`config.mk`:
```
export PLATFORM = sky130hd
export DESIGN_NAME = osc_title_sequence_extractor
export DESIGN_NICKNAME = d
export VERILOG_FILES = /design/src/hw/rtl/oscts_pkg.sv /design/src/hw/rtl/oscts_step.sv /design/src/hw/rtl/osc_title_sequence_extractor.sv
export SDC_FILE = /design/constraint.sdc
export NUM_CORES = 1
export LEC_CHECK = 0
export BUFFER_PORTS_ARGS = -buffer_cell sky130_fd_sc_hd__buf_4
export CAP_MARGIN = 20
export CORE_MARGIN = 4
export CORE_UTILIZATION = 41
export CTS_CLUSTER_DIAMETER = 50
export CTS_CLUSTER_SIZE = 25
export DETAILED_ROUTE_END_ITERATION = 8
export GPL_ROUTABILITY_DRIVEN = 0
export GPL_TIMING_DRIVEN = 1
export PLACE_DENSITY = 0.78
export SLEW_MARGIN = 20
export SYNTH_ARGS = -nofsm -noshare
export SYNTH_HDL_FRONTEND = slang
export SYNTH_SLANG_ARGS = --single-unit
```
`constraint.sdc`:
```
create_clock -name clk -period 2.56 [get_ports clk]
set_input_delay 0.512 -clock clk [delete_from_list [all_inputs] [get_ports clk]]
set_output_delay 0.512 -clock clk [all_outputs]
set_load 0.02 [all_outputs]
```
`src/hw/rtl/oscts_pkg.sv`:
```
// Shared types, character codes and prefix-match helper for the OSC title extractor.
// No dependencies; imported by oscts_step and osc_title_sequence_extractor.
package oscts_pkg;

	localparam logic [7:0] CH_ESC     = 8'h1b;
	localparam logic [7:0] CH_BEL     = 8'h07;
	localparam logic [7:0] CH_BRACKET = 8'h5d;
	localparam logic [7:0] CH_ZERO    = 8'h30;
	localparam logic [7:0] CH_TWO     = 8'h32;
	localparam logic [7:0] CH_SEMI    = 8'h3b;
	localparam logic [7:0] CH_BSLASH  = 8'h5c;
	localparam logic [7:0] PRINT_LO   = 8'd32;
	localparam logic [7:0] PRINT_HI   = 8'd126;

	localparam logic [7:0] TITLE_LIMIT_RESET = 8'd200;

	localparam int unsigned PADDR_W = 3;
	localparam logic REG_ENABLE = 1'b0;
	localparam logic REG_LIMIT  = 1'b1;

	typedef enum logic [2:0] {
		PH_IDLE  = 3'd0,
		PH_ESC   = 3'd1,
		PH_BR    = 3'd2,
		PH_NUM   = 3'd3,
		PH_TITLE = 3'd4,
		PH_TESC  = 3'd5
	} phase_t;

	typedef enum logic [1:0] {
		KIND_BYTE = 2'd0,
		KIND_OK   = 2'd1,
		KIND_DROP = 2'd2
	} kind_t;

	typedef struct packed {
		logic       valid;
		kind_t      kind;
		logic [7:0] title_byte;
		logic [7:0] byte_index;
		logic [7:0] title_length;
	} result_t;

	// Advance the ESC ] 0|2 ; prefix matcher by one byte.
	function automatic phase_t match_next(input phase_t ph, input logic [7:0] b);
		phase_t nph;
		nph = PH_IDLE;
		if (b == CH_ESC) begin
			nph = PH_ESC;
		end else begin
			case (ph)
				PH_ESC: nph = (b == CH_BRACKET) ? PH_BR : PH_IDLE;
				PH_BR:  nph = (b == CH_ZERO || b == CH_TWO) ? PH_NUM : PH_IDLE;
				PH_NUM: nph = (b == CH_SEMI) ? PH_TITLE : PH_IDLE;
				default: nph = PH_IDLE;
			endcase
		end
		return nph;
	endfunction

endpackage

```
`src/hw/rtl/oscts_step.sv`:
```
// Per-byte next-state and result logic of the OSC title extractor.
// Depends on oscts_pkg (phase codes, characters, match_next, result_t).
module oscts_step import oscts_pkg::*; (
	input  logic       enable,
	input  logic [7:0] title_limit,
	input  phase_t     phase,
	input  logic [7:0] title_count,
	input  logic [7:0] data_byte,
	input  logic       end_of_buffer,
	output phase_t     phase_next,
	output logic [7:0] count_next,
	output result_t    result
);

	logic   is_bel, is_esc, is_bsl, is_prn, below;
	logic   tesc_end, title_mode;
	phase_t ph_mid;

	assign is_bel = (data_byte == CH_BEL);
	assign is_esc = (data_byte == CH_ESC);
	assign is_bsl = (data_byte == CH_BSLASH);
	assign is_prn = (data_byte >= PRINT_LO) && (data_byte <= PRINT_HI);
	assign below  = (title_count < title_limit);

	// ESC backslash closes the title
	assign tesc_end   = (phase == PH_TESC) && is_bsl;
	// byte is handled as a title byte: in title, or a held ESC past the limit
	assign title_mode = (phase == PH_TITLE) || ((phase == PH_TESC) && !is_bsl && !below);

	// next state
	always_comb begin
		ph_mid     = PH_IDLE;
		count_next = title_count;
		case (phase)
			PH_TITLE, PH_TESC: begin
				if (tesc_end) begin
					ph_mid = PH_IDLE;
				end else if (!title_mode) begin
					ph_mid = match_next(PH_ESC, data_byte);
				end else if (is_bel) begin
					ph_mid = PH_IDLE;
				end else if (is_esc) begin
					ph_mid = PH_TESC;
				end else if (below) begin
					ph_mid = is_prn ? PH_TITLE : PH_IDLE;
					if (is_prn) begin
						count_next = title_count + 8'd1;
					end
				end else begin
					ph_mid = PH_TITLE;
				end
			end
			PH_ESC, PH_BR, PH_NUM: begin
				ph_mid = match_next(phase, data_byte);
				if (ph_mid == PH_TITLE) begin
					count_next = '0;
				end
			end
			default: ph_mid = match_next(PH_IDLE, data_byte);
		endcase
		if (!enable) begin
			ph_mid     = PH_IDLE;
			count_next = title_count;
		end
		phase_next = end_of_buffer ? PH_IDLE : ph_mid;
	end

	// result
	always_comb begin
		result      = '0;
		result.kind = KIND_DROP;
		if (enable) begin
			if (tesc_end || (title_mode && is_bel)) begin
				result.valid = 1'b1;
				if (title_count != 8'd0) begin
					result.kind         = KIND_OK;
					result.title_length = title_count;
				end
			end else if ((phase == PH_TESC) && below) begin
				result.valid = 1'b1;
			end else if (title_mode && !is_esc && below) begin
				result.valid = 1'b1;
				if (is_prn) begin
					result.kind       = KIND_BYTE;
					result.title_byte = data_byte;
					result.byte_index = title_count;
				end
			end
			// end of buffer drops a title still open
			if (end_of_buffer && (ph_mid == PH_TITLE || ph_mid == PH_TESC)) begin
				result              = '0;
				result.valid        = 1'b1;
				result.kind         = KIND_DROP;
			end
		end
	end

endmodule

```
`src/hw/rtl/osc_title_sequence_extractor.sv`:
```
// Top level of the OSC window-title extractor: request registers, APB config, output stage.
// Depends on oscts_pkg and oscts_step.
//
// Path: an accepted request passes the input register, then the result register, before
// it appears on the result port; requests that give no result leave nothing.
// Throughput: one request per cycle unless result_stall holds a result in stage 2.
// Reset (arst_n low, asynchronous): detection off, limit 200, matcher idle, stages empty.
module osc_title_sequence_extractor import oscts_pkg::*; (
	input  logic               clk,
	input  logic               arst_n,
	// APB configuration port
	input  logic               psel,
	input  logic               penable,
	input  logic               pwrite,
	input  logic [PADDR_W-1:0] paddr,
	input  logic [31:0]        pwdata,
	output logic [31:0]        prdata,
	output logic               pready,
	// byte request channel
	input  logic               byte_valid,
	output logic               byte_stall,
	input  logic [7:0]         data_byte,
	input  logic               end_of_buffer,
	// result channel
	output logic               result_valid,
	input  logic               result_stall,
	output logic [1:0]         kind,
	output logic [7:0]         title_byte,
	output logic [7:0]         byte_index,
	output logic [7:0]         title_length
);

	logic       enable_q;
	logic [7:0] title_limit_q;

	logic       valid_s1;
	logic [7:0] byte_s1;
	logic       eob_s1;

	phase_t     phase_q;
	logic [7:0] count_q;

	phase_t     phase_next;
	logic [7:0] count_next;
	result_t    step_res;

	logic       valid_s2;
	result_t    res_s2;

	logic       out_blocked;
	logic       advance;
	logic       cfg_wr;

	// APB: zero wait states, registers decoded by the word address bit
	assign pready = 1'b1;
	assign cfg_wr = psel && penable && pwrite;

	always_ff @(posedge clk or negedge arst_n) begin
		if (!arst_n) begin
			enable_q      <= 1'b0;
			title_limit_q <= TITLE_LIMIT_RESET;
		end else if (cfg_wr) begin
			case (paddr[2])
				REG_ENABLE: enable_q      <= pwdata[0];
				REG_LIMIT:  title_limit_q <= pwdata[7:0];
				default:    ;
			endcase
		end
	end

	always_comb begin
		case (paddr[2])
			REG_ENABLE: prdata = {31'd0, enable_q};
			REG_LIMIT:  prdata = {24'd0, title_limit_q};
			default:    prdata = '0;
		endcase
	end

	// The stage-1 request moves on unless a result sits stalled in stage 2.
	assign out_blocked = valid_s2 && result_stall;
	assign advance     = valid_s1 && !out_blocked;
	// Hold the input only while stage 1 is full and cannot drain.
	assign byte_stall  = valid_s1 && out_blocked;

	always_ff @(posedge clk or negedge arst_n) begin
		if (!arst_n) begin
			valid_s1 <= 1'b0;
		end else if (!byte_stall) begin
			valid_s1 <= byte_valid;
		end
	end

	always_ff @(posedge clk) begin
		if (!byte_stall && byte_valid) begin
			byte_s1 <= data_byte;
			eob_s1  <= end_of_buffer;
		end
	end

	oscts_step u_step (
		.enable        (enable_q),
		.title_limit   (title_limit_q),
		.phase         (phase_q),
		.title_count   (count_q),
		.data_byte     (byte_s1),
		.end_of_buffer (eob_s1),
		.phase_next    (phase_next),
		.count_next    (count_next),
		.result        (step_res)
	);

	// Matcher state advances once per processed request.
	always_ff @(posedge clk or negedge arst_n) begin
		if (!arst_n) begin
			phase_q <= PH_IDLE;
			count_q <= '0;
		end else if (advance) begin
			phase_q <= phase_next;
			count_q <= count_next;
		end
	end

	// Result register: load on advance, drop once taken.
	always_ff @(posedge clk or negedge arst_n) begin
		if (!arst_n) begin
			valid_s2 <= 1'b0;
		end else if (advance) begin
			valid_s2 <= step_res.valid;
		end else if (!result_stall) begin
			valid_s2 <= 1'b0;
		end
	end

	always_ff @(posedge clk) begin
		if (advance) begin
			res_s2 <= step_res;
		end
	end

	assign result_valid = valid_s2;
	assign kind         = res_s2.kind;
	assign title_byte   = res_s2.title_byte;
	assign byte_index   = res_s2.byte_index;
	assign title_length = res_s2.title_length;

endmodule
```
==> impl_metrics.csv <==
group,metric,value,unit
cells_and_area,drive_gt1_share,32.5,%
cells_and_area,final_cell_area,3840,sq um
cells_and_area,diodes,0,
synth,syn_area,3040,sq um
critical_path,cp-start-kind,"flip-flop",
sta,finClkSkew,0.00881,ns
run_status,status,"finished, final reports clean",
sta,hold_ws,0.0569,ns
die,initial_utilization,42.2,%
synth,synth_edf_count,35,
synth,netlist.area_leader.share,34.5,%
sta,fmax,0.427,GHz
critical_path,arrival,2.40,ns
synth,synth_top_family_by_area,"simple AND/OR/NAND/NOR gates",
sta,worst_slew_pin_slew,0.538,ns
synth,syn_area_per_cell,11.3,sq um
routing,routed_wl,5840,um
synth,yosys.area_share.simple,21.2,%
place,dp_hpwl,4430,um
clock_network,clock_latency,0.34,ns
synth,synth_area_leaders,"edfxtp_1 35%, dfrtp_1 16%, buf_4 6.4%",
synth,async_reset_ff_share,38.6,%
die,die_h,94.2,um
power,leakage,1.68,nW
die,coreArea,7210,sq um
clock_network,clk_pin_slew,0.07,ns
critical_path,ff2ff_path_depth,8,
cells_and_area,fin_util,53.2,%
global_routing,grt_use_total,13.3,%
synth,synthMuxAreaShare,2.96,%
synth,synth_area_leader_cell,"edfxtp_1",
routing,drc,0,
global_routing,antenna_found_initial,0,
hold_path,hold_class,"input pin to async pin",
clock_network,clock-root-buffer,"clkbuf_8",
synth,ys_seq_area_share,52.8,%
critical_path,crit_required,2.62,ns
routing,wl_per_cell,13.0,um
global_routing,grt_pass1_wl,9130,um
clock_network,cts_num_sinks,57,
power,power.density,625,nW/um^2
clock_network,max-clock-path-buffers,2,
critical_path,reg2reg_to,"kind[1]$_SDFFCE_PP1P_",
synth,yosys_warnings,0,
clock_network,cts_tree,"yes",
synth,synth_top_cells_by_count,"35 x edfxtp_1, 31 x and2_1, 26 x buf_4",
synth,synth-adder-area-share,3.70,%
synth,synth_cell_type_count,52,
cells_and_area,multiInputGateArea,1280,sq um
cells_and_area,nets,406,
die,die_w,94.2,um
routing,firstDrtPassIters,4,
power,vdd_drop_max,360,uV
routing,vias,2179,
synth,synth-xor-area-share,0,%
synth,synth_seq_cells,57,
global_routing,grt_overflow,0,
routing,drtAntennaViolNets,0,
global_routing,grt_pass1_vias,1989,
routing,drt_iter0_drc,187,
critical_path,crit_type,"flip-flop to flip-flop",
synth,synth_flop_cell,"edfxtp_1",
clock_network,h-tree-depth,3,
die,fp-row-count,31,
critical_path,cp_max_fo,4,
sta,finalWorstPathRequiredPeriod,2.34,ns
die,die_area,8860,sq um
global_routing,grt_max_degree,27,
cells_and_area,fill_cells,646,
place,portBuffers,60,
die,num_io_pins,112,
critical_path,endpoint_kind,"flip-flop",
synth,synth_cells,269,
synth,synth-compound-area-share,10.4,%
critical_path,r2r-start,"title_limit_q[3]$_DFFE_PN1P_",
cells_and_area,syn2layout_area_growth,26.2,%
sta,timing.final.crit_share,91.6,%
routing,via_per_inst,4.84,
clock_network,numCtsBuffers,9,
synth,yosysMostFrequentCell,"edfxtp_1",
critical_path,r2r_slack,0.22,ns
sta,hold_violations,0,
place,place_area,3560,sq um
sta,slew_headroom,64.0,%
cells_and_area,seqCellArea,1610,sq um
sta,drv_slew,0,
sta,setup_viol,0,
run,maxCapViolCount,0,
how the worst max path moves through the flow:
stage                                          endpoint                    startpoint  cells past startpoint  slack (ns)
after floorplan                  count_q[6]$_DFFE_PN0P_  title_limit_q[7]$_DFFE_PN1P_                      8        0.40
after global placement    title_length[3]$_SDFFCE_PP0P_  title_limit_q[3]$_DFFE_PN1P_                      8        0.21
after detailed placement         count_q[5]$_DFFE_PN0P_  title_limit_q[7]$_DFFE_PN1P_                      8        0.18
after CTS                 title_length[0]$_SDFFCE_PP0P_  title_limit_q[7]$_DFFE_PN1P_                      8        0.15
after global routing             count_q[6]$_DFFE_PN0P_  title_limit_q[3]$_DFFE_PN1P_                      8       -0.01
final                             kind[1]$_SDFFCE_PP1P_  title_limit_q[3]$_DFFE_PN1P_                      8        0.22
cells by family after synthesis:
kind of cell	count (synthesis)
AOI/OAI and AO/OA	44
adders and majority gates	9
buffers and inverters	45
DFF	57
muxes	8
other	2
and+or+nand+nor	104
layer usage:
layer	part of all wire, %	track usage (%)
met3	7.4	4.09
met1	43	16.4
met4	2.2	5.78
met5	0	0
met2	48	21.6
metrics by stage:
stage / setup TNS, ns / total power [mW] / setup WS (ns) / cells
after floorplan: 0 / 1.31 / 0.404 / 293
after global placement: 0 / 1.38 / 0.212 / 431
after detailed placement: 0 / 1.39 / 0.176 / 431
after CTS: 0 / 2.41 / 0.151 / 447
after global routing: -0.0189 / 2.49 / -0.0117 / 450
final: 0 / 2.40 / 0.216 / 450
layout by cell type (no fill, tap or decap), types with 3 or more instances in the layout:
master and n:
a211o_1 4, and2_1 31, buf_4 71, inv_1 14, nand2b_1 4, a21oi_1 6
o31ai_1 4, or2_2 3, or3_1 3, nand4b_1 3, nand3_1 6, edfxtp_1 35
mux2_2 8, conb_1 26, clkbuf_8 10, o211ai_1 3, nand2_1 16, dfrtp_1 19
nor2_1 12, ha_1 9, dfstp_2 3, o21ai_0 6, o21ai_1 5, nor3_1 6
bufinv_16 3
timing repair:
item                                    in CTS  in global routing
endpoints found under the hold margin        0                  0
endpoints found under the setup margin       0                 11
hold buffers                                 0                  0
setup buffers                                0                  2
gates resized for setup                      0                  2
layout make-up:
type,count,area share (%)
clock buffer,11,3.68
clock inverter,5,2.67
inverter,15,1.47
multi-input combinational,192,33.3
sequential,57,41.8
tap,99,3.22
timing repair buffer,71,13.9
registers in the layout (all words and copies together) (netlist names):
register and count:
byte_index 8, byte_s1 8, count_q 8, title_byte 8
title_length 8, title_limit_q 8, phase_q 3, kind 2
enable_q 1, eob_s1 1, result_valid 1, valid_s1 1
power by group:
| part | switching [mW] | internal (mW) | leakage [nW] | total, mW |
|---|---|---|---|---|
| sequential | 0.0396 | 1.04 | 0.645 | 1.08 |
| combinational | 0.177 | 0.122 | 0.916 | 0.299 |
| clock | 0.353 | 0.671 | 0.120 | 1.02 |
| total | 0.569 | 1.83 | 1.68 | 2.40 |
critical path, cell delays in order, from the launching register on:
cell      delay (ns)
dfstp_2         0.54
inv_1           0.04
ha_1            0.21
a211oi_1        0.21
o21ai_1         0.14
a21oi_1         0.38
o31ai_1         0.15
o211ai_1        0.24
o211ai_1        0.16
Power figures use the tool's default switching activity.
